==> src/hdl/sha256_stream_hasher_core_defines.svh <==
// Assertion macros shared by the SHA-256 stream hasher RTL.
// Included by modules that carry concurrent assertions.
`ifndef SHA256_STREAM_HASHER_CORE_DEFINES_SVH
`define SHA256_STREAM_HASHER_CORE_DEFINES_SVH
// Implication checked on every clock, off during reset.
`define SHA_ASSERT_IMP(lbl, ante, cons) \
	lbl: assert property (@(posedge clk) disable iff (!arst_n) (ante) |-> (cons)) \
		else $error("lbl failed");
// Next-cycle implication.
`define SHA_ASSERT_NXT(lbl, ante, cons) \
	lbl: assert property (@(posedge clk) disable iff (!arst_n) (ante) |=> (cons)) \
		else $error("lbl failed");
`endif

==> src/hdl/sha_pkg.sv <==
// Package for the SHA-256 stream hasher: round constants, initial hash, helpers.
// No dependencies.
`timescale 1ns / 1ps
package sha_pkg;
	typedef logic [31:0] word_t;

	localparam logic [7:0] PadByte = 8'h80;

	localparam word_t InitHash [8] = '{
		32'h6a09e667, 32'hbb67ae85, 32'h3c6ef372, 32'ha54ff53a,
		32'h510e527f, 32'h9b05688c, 32'h1f83d9ab, 32'h5be0cd19};

	localparam word_t RoundK [64] = '{
		32'h428a2f98, 32'h71374491, 32'hb5c0fbcf, 32'he9b5dba5,
		32'h3956c25b, 32'h59f111f1, 32'h923f82a4, 32'hab1c5ed5,
		32'hd807aa98, 32'h12835b01, 32'h243185be, 32'h550c7dc3,
		32'h72be5d74, 32'h80deb1fe, 32'h9bdc06a7, 32'hc19bf174,
		32'he49b69c1, 32'hefbe4786, 32'h0fc19dc6, 32'h240ca1cc,
		32'h2de92c6f, 32'h4a7484aa, 32'h5cb0a9dc, 32'h76f988da,
		32'h983e5152, 32'ha831c66d, 32'hb00327c8, 32'hbf597fc7,
		32'hc6e00bf3, 32'hd5a79147, 32'h06ca6351, 32'h14292967,
		32'h27b70a85, 32'h2e1b2138, 32'h4d2c6dfc, 32'h53380d13,
		32'h650a7354, 32'h766a0abb, 32'h81c2c92e, 32'h92722c85,
		32'ha2bfe8fc, 32'ha81a664b, 32'hc24b8b70, 32'hc76c51a3,
		32'hd192e819, 32'hd6990624, 32'hf40e3585, 32'h106aa070,
		32'h19a4c116, 32'h1e376c08, 32'h2748774c, 32'h34b0bcb5,
		32'h391c0cb3, 32'h4ed8aa4a, 32'h5b9cca4f, 32'h682e6ff3,
		32'h748f82ee, 32'h78a5636f, 32'h84c87814, 32'h8cc70208,
		32'h90befffa, 32'ha4506ceb, 32'hbef9a3f7, 32'hc67178f2};

	// compression engine handshake
	typedef struct packed {
		logic start;
		logic busy;
	} cmp_ctl_t;

	function automatic word_t rotr(input word_t v, input int unsigned s);
		rotr = (v >> s) | (v << (32 - s));
	endfunction
endpackage

==> src/hdl/sha_round.sv <==
// SHA-256 compression engine: one round per cycle over a 16-word window.
// Depends on sha_pkg.
`timescale 1ns / 1ps
`include "sha256_stream_hasher_core_defines.svh"
module sha_round (
	input  logic                  clk,
	input  logic                  arst_n,
	input  logic                  start,
	input  logic                  ld_we,
	input  logic [3:0]            ld_slot,
	input  logic [7:0]            ld_byte,
	input  logic                  hash_init,
	output sha_pkg::cmp_ctl_t     ctl,
	output sha_pkg::word_t        hash [8]
);
	sha_pkg::word_t win_q [16];
	sha_pkg::word_t v_q [8];
	sha_pkg::word_t h_q [8];
	logic [5:0] rnd_q;
	logic       busy_q;
	logic       fin_q;

	sha_pkg::word_t a15, a2, s0, s1, wn, w, big1, chs, t1, big0, mj;
	logic [3:0] ix;

	always_comb begin
		ix   = rnd_q[3:0];
		a15  = win_q[ix + 4'd1];
		a2   = win_q[ix + 4'd14];
		s0   = sha_pkg::rotr(a15, 7) ^ sha_pkg::rotr(a15, 18) ^ (a15 >> 3);
		s1   = sha_pkg::rotr(a2, 17) ^ sha_pkg::rotr(a2, 19) ^ (a2 >> 10);
		wn   = win_q[ix] + s0 + win_q[ix + 4'd9] + s1;
		w    = (rnd_q >= 6'd16) ? wn : win_q[ix];
		big1 = sha_pkg::rotr(v_q[4], 6) ^ sha_pkg::rotr(v_q[4], 11)
			^ sha_pkg::rotr(v_q[4], 25);
		chs  = (v_q[4] & v_q[5]) ^ (~v_q[4] & v_q[6]);
		t1   = v_q[7] + big1 + chs + sha_pkg::RoundK[rnd_q] + w;
		big0 = sha_pkg::rotr(v_q[0], 2) ^ sha_pkg::rotr(v_q[0], 13)
			^ sha_pkg::rotr(v_q[0], 22);
		mj   = (v_q[0] & v_q[1]) ^ (v_q[0] & v_q[2]) ^ (v_q[1] & v_q[2]);
	end

	always_ff @(posedge clk) begin
		if (ld_we) begin
			win_q[ld_slot] <= {win_q[ld_slot][23:0], ld_byte};
		end else if (busy_q) begin
			win_q[ix] <= w;
		end
	end

	always_ff @(posedge clk or negedge arst_n) begin
		if (!arst_n) begin
			busy_q <= 1'b0;
			fin_q  <= 1'b0;
			rnd_q  <= '0;
			for (int i = 0; i < 8; i++) begin
				h_q[i] <= sha_pkg::InitHash[i];
				v_q[i] <= '0;
			end
		end else begin
			fin_q <= 1'b0;
			if (start) begin
				busy_q <= 1'b1;
				rnd_q  <= '0;
				for (int i = 0; i < 8; i++) v_q[i] <= h_q[i];
			end else if (busy_q) begin
				v_q[7] <= v_q[6];
				v_q[6] <= v_q[5];
				v_q[5] <= v_q[4];
				v_q[4] <= v_q[3] + t1;
				v_q[3] <= v_q[2];
				v_q[2] <= v_q[1];
				v_q[1] <= v_q[0];
				v_q[0] <= t1 + big0 + mj;
				rnd_q  <= rnd_q + 6'd1;
				if (rnd_q == 6'd63) begin
					busy_q <= 1'b0;
					fin_q  <= 1'b1;
				end
			end else if (fin_q) begin
				for (int i = 0; i < 8; i++) h_q[i] <= h_q[i] + v_q[i];
			end else if (hash_init) begin
				for (int i = 0; i < 8; i++) h_q[i] <= sha_pkg::InitHash[i];
			end
		end
	end

	assign ctl.start = start;
	assign ctl.busy  = busy_q | fin_q;
	always_comb for (int i = 0; i < 8; i++) hash[i] = h_q[i];

	`SHA_ASSERT_IMP(a_no_start_busy, start, !busy_q && !fin_q)
	`SHA_ASSERT_NXT(a_start_busy, start, busy_q && rnd_q == 6'd0)
	`SHA_ASSERT_IMP(a_no_load_busy, ld_we, !busy_q)
	`SHA_ASSERT_NXT(a_end_fin, busy_q && rnd_q == 6'd63, fin_q)
endmodule

==> src/hdl/sha256_stream_hasher_core.sv <==
// Top level of the SHA-256 stream hasher: byte intake, padding sequencer, digest out.
// Depends on sha_pkg and sha_round.
// Each accepted byte goes into the round unit's window; a full block starts a
// compression (64 rounds, one per cycle, in the shared round unit, plus feed-forward).
// Intake stalls meanwhile. A last item adds padding, one or two compressions, then 8
// result transfers and a hash reload. Reset (arst_n low) returns to the initial hash.
`timescale 1ns / 1ps
`include "sha256_stream_hasher_core_defines.svh"
module sha256_stream_hasher_core (
	input  logic        clk,
	input  logic        arst_n,
	input  logic        valid_in,
	output logic        ready_in,
	input  logic [7:0]  data_byte,
	input  logic        has_byte,
	input  logic        is_last,
	output logic        valid_out,
	input  logic        ready_out,
	output logic [31:0] digest_word,
	output logic [2:0]  word_index,
	output logic        last_word
);
	localparam logic [2:0] StIdle = 3'd0;
	localparam logic [2:0] StCmp  = 3'd1;
	localparam logic [2:0] StPad  = 3'd2;
	localparam logic [2:0] StOut  = 3'd3;
	localparam logic [2:0] StInit = 3'd4;

	logic [2:0]  st_q;
	logic [63:0] len_q;
	logic [5:0]  pos_q;
	logic [1:0]  pad_q;   // 0 none, 1 zero fill, 2 length
	logic        fin_q;   // message end seen: 0x80 still due in StPad, digest due after StCmp
	logic [2:0]  oidx_q;
	logic [2:0]  lidx_q;

	logic        ld_we, start;
	logic [7:0]  ld_byte;
	sha_pkg::cmp_ctl_t ctl;
	sha_pkg::word_t    hash [8];
	logic        acc;

	assign acc = valid_in && ready_in;
	assign ready_in = (st_q == StIdle);

	always_comb begin
		ld_we   = 1'b0;
		ld_byte = data_byte;
		if (st_q == StIdle) begin
			ld_we = acc && has_byte;
		end else if (st_q == StPad) begin
			ld_we = 1'b1;
			if (pad_q == 2'd1) ld_byte = fin_q ? sha_pkg::PadByte : 8'h00;
			else ld_byte = len_q[6'd56 - {lidx_q, 3'b000} +: 8];
		end
	end

	assign start = ld_we && pos_q == 6'd63;

	sha_round u_round (
		.clk(clk), .arst_n(arst_n), .start(start), .ld_we(ld_we),
		.ld_slot(pos_q[5:2]), .ld_byte(ld_byte), .hash_init(st_q == StInit),
		.ctl(ctl), .hash(hash)
	);

	always_ff @(posedge clk or negedge arst_n) begin
		if (!arst_n) begin
			st_q   <= StIdle;
			len_q  <= '0;
			pos_q  <= '0;
			pad_q  <= '0;
			fin_q  <= 1'b0;
			oidx_q <= '0;
			lidx_q <= '0;
		end else begin
			if (ld_we) pos_q <= pos_q + 6'd1;
			unique case (st_q)
				StIdle: begin
					if (acc) begin
						if (has_byte) len_q <= len_q + 64'd8;
						if (is_last) begin
							fin_q <= 1'b1;
							pad_q <= 2'd1;
						end
						if (start) st_q <= StCmp;
						else if (is_last) st_q <= StPad;
					end
				end
				StCmp: begin
					if (!ctl.busy && !ctl.start) st_q <= (pad_q != 2'd0) ? StPad
						: (fin_q ? StOut : StIdle);
				end
				StPad: begin
					// fin_q still set marks the 0x80 byte, the first pad byte
					if (pad_q == 2'd1) begin
						if (pos_q == 6'd55) begin
							pad_q  <= 2'd2;
							lidx_q <= '0;
						end
						fin_q <= 1'b0;
						if (start) st_q <= StCmp;
					end else begin
						lidx_q <= lidx_q + 3'd1;
						if (lidx_q == 3'd7) begin
							pad_q <= 2'd0;
							fin_q <= 1'b1;
							st_q  <= StCmp;
						end
					end
				end
				StOut: begin
					if (ready_out) begin
						oidx_q <= oidx_q + 3'd1;
						if (oidx_q == 3'd7) st_q <= StInit;
					end
				end
				StInit: begin
					len_q <= '0;
					fin_q <= 1'b0;
					st_q  <= StIdle;
				end
				default: st_q <= StIdle;
			endcase
		end
	end

	assign valid_out   = (st_q == StOut);
	assign digest_word = hash[oidx_q];
	assign word_index  = oidx_q;
	assign last_word   = (oidx_q == 3'd7);

	`SHA_ASSERT_IMP(a_rdy_idle, ready_in, st_q == StIdle && !ctl.busy)
	`SHA_ASSERT_IMP(a_out_quiet, valid_out, !ctl.busy && !ld_we)
	`SHA_ASSERT_IMP(a_len_pos, st_q == StPad && pad_q == 2'd2, pos_q[5:3] == 3'd7)
endmodule
==> config.mk <==
export PLATFORM = sky130hd
export DESIGN_NAME = sha256_stream_hasher_core
export DESIGN_NICKNAME = d
export VERILOG_FILES = /design/src/hdl/sha_pkg.sv /design/src/hdl/sha_round.sv /design/src/hdl/sha256_stream_hasher_core.sv
export VERILOG_INCLUDE_DIRS = /design/src /design/src/hdl
export SDC_FILE = /design/constraint.sdc
export NUM_CORES = 2
export LEC_CHECK = 0
export ABC_CLOCK_PERIOD_IN_PS = 37400
export BUFFER_PORTS_ARGS = -buffer_cell sky130_fd_sc_hd__buf_2
export CORE_AREA = 3 3 436 438
export DETAILED_ROUTE_END_ITERATION = 8
export DIE_AREA = 0 0 439 441
export PLACE_DENSITY = 0.57
export SYNTH_ARGS = -nofsm -noshare
export SYNTH_HDL_FRONTEND = slang
export SYNTH_SLANG_ARGS = --single-unit
==> constraint.sdc <==
create_clock -name clk -period 37.4 [get_ports clk]
set_input_delay 7.48 -clock clk [delete_from_list [all_inputs] [get_ports clk]]
set_output_delay 7.48 -clock clk [all_outputs]
set_load 0.01 [all_outputs]
# Yosys cells after proc, flatten, opt, wreduce, memory -nomap -nowiden

Memory sizes are Yosys's and may differ from the RTL's.
Cells that the tools add are included.

Register bits: 602
RAM bits: 512
Memory bits (read-only): 2048
Input bits: 14
Word-level logic and storage cells: 193
Memories: 2

Add/sub/neg operators: 27
Magnitude comparators: 3
Equal/unequal tests: 21
Shifts and indexed selects: 1
Multiplexer cells: 60
Bitwise operators: 32
Reductions and logical operators: 21

Memories:

| name             | words | bits a word | rd ports | clocked after Yosys merged registers in | wr ports | RTL line        | text |
|---|---|---|---|---|---|---|---|
| (name not given) | 64    | 32          | 1        | 0                                       | 0        | sha_round.sv:37 | `t1 = v_q[7] + big1 + chs + sha_pkg::RoundK[rnd_q] + w;` |
| u_round.win_q    | 16    | 32          | 5        | 0                                       | 1        | sha_round.sv:16 | `sha_pkg::word_t win_q [16];` |

Operators with widths:

| cell                  | number |
|---|---|
| $mux 256              | 4 |
| $add 32x32->32        | 18 |
| $xor 32x32->32        | 9 |
| $mux 32               | 6 |
| $and 32x32->32        | 5 |
| $mux 64               | 2 |
| $pmux 64 s2           | 1 |
| $bmux 32 s3           | 1 |
| $add 64x4->64 const B | 1 |
| $shiftx 64x7->8       | 1 |
| $mux 3                | 11 |
| $mux 8                | 4 |
| $not 32->32           | 1 |
| $or 10x32->32         | 1 |
| $or 13x32->32         | 1 |
| $or 14x32->32         | 1 |
| $or 15x32->32         | 1 |
| $or 19x32->32         | 1 |
| $or 21x32->32         | 1 |
| $or 25x32->32         | 1 |
| $or 26x32->32         | 1 |
| $or 30x32->32         | 1 |
| $or 7x32->32          | 1 |
| $reduce_or 32->1      | 1 |
| 41 further kinds      | 90 |

# Longest topological paths before layout

An unclocked memory read counts as a cell.

Depth after elaboration: 14
Depth in mapped cells: 56

# Hierarchy

Synthesis repeated with hierarchy kept, for this count alone.

Cell total of the unflattened synthesis: 7854
Area total of the unflattened synthesis: 86372.8 µm²

By module, submodules not included:

| module                    | instances | cells each | area each (µm²) |
|---|---|---|---|
| sha_round                 | 1         | 7246       | 79814.0 |
| sha256_stream_hasher_core | 1         | 608        | 6558.8 |

# Least setup slack after synthesis

No wires, ideal clock.

Path kind: reg2reg
Start point: register u_round.rnd_q[1]
End point: register u_round.v_q[255] (netlist bit)
Library setup time: 122 ps
Arrival: 12882 ps
Data required time: 37278 ps
Setup slack: 24397 ps
Stages on the path, launching flop included: 55
Path buffers: 7
Clock period less this slack: 13003 ps
Cell sequence: dfrtp_1 clkbuf_1 clkinv_1 clkbuf_1 clkbuf_1 ha_1 clkbuf_1 clkbuf_1 clkbuf_1 buf_1 mux4_2 mux4_2 inv_1 fa_1 fa_1 inv_1 ha_1 fa_1 [19 not listed] o221ai_1 a2111oi_0 o21a_1 o21ai_0 nor2b_1 xnor2_1 fa_1 ha_1 a21o_1 a21oi_1 o21bai_1 or2_2 o31ai_1 a211oi_1 o311a_1 nor2b_1 mux2i_1 nand2_1

Word-level cells in the longest chain between the ends: 14
Elaborated cells on any way between the ends: 27
Classes of those cells: add/sub (10); order compare (1); mux (5); bitwise (9); memory (2)

RTL lines:

| what                                           | RTL line        | text |
|---|---|---|
| start, declared                                | sha_round.sv:19 | `logic [5:0] rnd_q;` |
| start signal, assigned                         | sha_round.sv:75 | `rnd_q <= rnd_q + 6'd1;` |
| $add 4x1->4                                    | sha_round.sv:28 | `a15 = win_q[ix + 4'd1];` |
| $mem_v2 16x32                                  | n/a             |  |
| $or 25x32->32 or $or 14x32->32 (tied branches) | sha_pkg.sv:38   | `rotr = (v >> s) \| (v << (32 - s));` |
| $xor 32x32->32                                 | sha_round.sv:30 | `s0 = sha_pkg::rotr(a15, 7) ^ sha_pkg::rotr(a15, 18) ^ (a15 >> 3);` |
| $xor 32x29->32                                 | sha_round.sv:30 |  |
| $add 32x32->32 (3 in series)                   | sha_round.sv:32 | `wn = win_q[ix] + s0 + win_q[ix + 4'd9] + s1;` |
| $mux 32                                        | sha_round.sv:33 | `w = (rnd_q >= 6'd16) ? wn : win_q[ix];` |
| $add 32x32->32 (*)                             | sha_round.sv:37 |  |
| $add 32x32->32 (*) (2 in series)               | sha_round.sv:74 | `v_q[0] <= t1 + big0 + mj;` |
| $mux 256 (*)                                   | sha_round.sv:66 | `end else if (busy_q) begin` |
| $mux 256 (*)                                   | sha_round.sv:62 | `if (start) begin` |
| end, declared                                  | sha_round.sv:17 | `sha_pkg::word_t v_q [8];` |

Every way passes the cells marked *; elsewhere a longest branch is shown, timed or not. The select of a mux whose other input is x is not followed.
A chain may end at the register's enable or synchronous reset.

# Final worst setup path

Start point: register u_round.rnd_q[0]
End point: register u_round.v_q[253] (netlist bit)

Same word-level chain as after synthesis.

==> impl_metrics.yaml <==
floorplan:
  core_sq_um: 187000
  dieArea_sq_um: 194000
  ios: 52
  die_w_um: 439
  start_util_pct: 45.8
  placementRows: 159
  fp.dieH_um: 441
placed_design:
  dpl-instance-area_sq_um: 88800
  portBuffers: 51
  dp_hpwl_um: 221000
  gp_congestion: 0.997
logic_synthesis:
  async_reset_ff_share_pct: 53.9
  syn_inst: 7758
  synthMuxAreaShare_pct: 21.9
  synthesis.area_sq_um: 85700
  yosys-top-cells-count: "o21ai_0 (646), nand2_1 (645), mux4_2 (623), a21oi_1 (517), edfxtp_1 (512)"
  synth_ff_type: "edfxtp_1"
  ys_ff_latch: 1111
  yosysTopAreaCell: "edfxtp_1"
  synth-compound-area-share_pct: 13.3
  synthAdderAreaFrac_pct: 10.7
  yosysUniqueCellTypes: 81
  yosys.area_share.simple_pct: 8.14
  synth_fp_nets: 8375
  synth_xor_area_share_pct: 6.51
  synth-edff-count: 512
  synth_top_area_share_pct: 17.9
  seq_area_frac_synth_pct: 35.6
  syn_avg_cell_area_sq_um: 11.0
  synth.most_common_cell: "o21ai_0"
  synth_top_family_by_area: "multiplexers"
  yosysWarnings: 0
  yosys-top-cells-area: "edfxtp_1 (18%), mux4_2 (16%), dfrtp_1 (14%)"
routing:
  drtPass1Iterations: 6
  postRouteAntennaNets: 0
  wl_per_cell_um: 30.2
  drc: 0
  wirelength_um: 309000
  drtIter0Drc: 7034
  vias: 66200
  via_per_inst: 6.47
global_route:
  grt_pass1_wl_um: 451000
  grt_pass1_vias: 64600
  grt_max_degree: 221
  grt_usage_pct: 31.6
  grt-ovfl-total: 0
  antenna_found_initial: 6
timing:
  fmax_mhz: 66.6
  finalClockSkew_ps: 49.3
  hold_violations: 0
  fin_crit_ps: 15010
  relSlewSlack_pct: 11.5
  worstMarginPinSlew_ps: 1330
  tns_ps: 0
  final-max-slew-violation-count: 0
  setup_violations: 0
  rsz0062_at_grt: "no"
  fin_crit_sh_pct: 40.1
worst_setup_path:
  crit_fanout: 119
  critPathBufInv: 5
  critPathLaunchType: "flop"
  crit_arrival_ps: 15730
  r2r_setup_slack_ps: 22390
  crit_top_cell: "fa_1"
  path_class: "flop to flop"
  slowest_stage: "buf_4"
  critPathTopFamily: "compound AO/OA/AOI/OAI gates"
  endpoint_kind: "flop"
  cp.required_ps: 38120
  cp_slowest_stage_delay_ps: 720
clock_network:
  ctsResizeCount: 0
  cts_tree: "yes"
  cts-root-buf: "clkbuf_16"
  numCtsBuffers: 136
  cts_num_sinks: 1111
  clockBufferDepth: 3
  post_cts_buffers: 0
  cts_max_level: 4
  clock_latency_ps: 810
  ctsHoldBuffers: 0
  clk_transition_reported_paths_ps: 60
cells_and_area:
  area_growth_pct: 8.89
  post-route-cell-area_sq_um: 93300
  finalNetCount: 8252
  drive_above_1_share_pct: 16.7
job:
  timing.max_cap.violations: 0
worst_hold_path:
  hold_path.class: "flop to flop"
outcome:
  outcome: "finished, final reports clean"
-- worst register-to-register path, delay by kind of cell, from the launching register on --
family          cells  cell delay, ps
compound gates     21            5390
fa+ha+maj           8            3590
buf+inv             5            2370
mux                 2            1260
simple gates        7            1060
flops               1             660
xor+xnor            2             610
-- stage by stage --
step | hold slack [ps] | instances | worst slack [ps] | utilization (%)
finish | 512 | 10200 | 22390 | 49.9
global route | 523 | 10200 | 21510 | 49.9
CTS | 512 | 10200 | 22570 | 49.9
floorplan | 472 | 7758 | 24400 | -
detailed placement | 499 | 9992 | 22650 | 47.5
global placement | 490 | 9992 | 22680 | 47.5
-- per-layer routing --
metal / share of wire, % / vias to the layer above / track usage, % / wire length, um
li1: - / 28700 / - / -
met1: 40 / 33800 / 41.5 / 124000
met2: 47 / 3062 / 50.9 / 145000
met3: 7.7 / 693 / 5.86 / 23800
met4: 5.3 / 6 / 14.4 / 16300
met5: 0.015 / - / 0 / 46
-- layout by cell type (no fill, tap or decap), types with 54 or more instances in the layout --
master	Yosys	routed
nand2_1	645	643
o21ai_0	646	634
mux4_2	623	623
a21oi_1	517	516
edfxtp_1	512	512
dfrtp_1	463	451
nor2_1	441	424
mux2i_1	419	418
ha_1	408	404
xnor2_1	373	373
inv_1	364	364
xor2_1	258	258
fa_1	195	195
a21o_1	171	171
buf_4	2	157
clkbuf_16	0	138
dfstp_2	136	136
nand3_1	103	103
nor3_1	87	86
o21bai_1	62	62
o21a_1	61	60
nand2b_1	59	59
nor2b_1	54	54
-- final timing paths --
path / start / endpoint / depth (start not counted)
hold reg to reg: pos_q[0] / pos_q[0] / 1
max in group asynchronous: arst_n / pos_q[2] / 6
min in group asynchronous: arst_n / u_round.v_q[33] / 1
hold / removal: pos_q[0] / pos_q[0] / 1
setup reg to reg: u_round.rnd_q[0] / u_round.v_q[253] / 45
setup / recovery: u_round.rnd_q[0] / u_round.v_q[253] / 45
-- cell type report --
type / count / area [sq um]
antenna: 4 / 10.0
clock buffer: 186 / 3780
inverter: 371 / 1390
tap: 2495 / 3120
fill: 16700 / 93700
timing repair buffer: 215 / 1580
clock inverter: 63 / 729
multi-input combinational: 5800 / 52100
sequential: 1111 / 30600
-- sequential cells by signal, indices dropped and copies added, names as in the netlist --
register and cells:
pad_q 2, word_index 3, pos_q 6, st_q 3, lidx_q 3, u_round.fin_q 1
u_round.rnd_q 6, u_round.busy_q 1, u_round.hash 256, u_round.v_q 256, u_round.win_q 512, len_q 61
fin_q 1
-- kinds of logic (layout without fill, tap and decap cells) --
logic type	after synthesis	in the layout
xor+xnor	633	633
other cells	0	4
buf+inv	847	835
fa+ha+maj	620	620
flops	1111	1111
simple gates	1575	1575
mux	1089	1089
compound gates	1883	1883
Power is not shown: default switching activity piles up to over one toggle a cycle in this logic, so the estimate is an artifact.
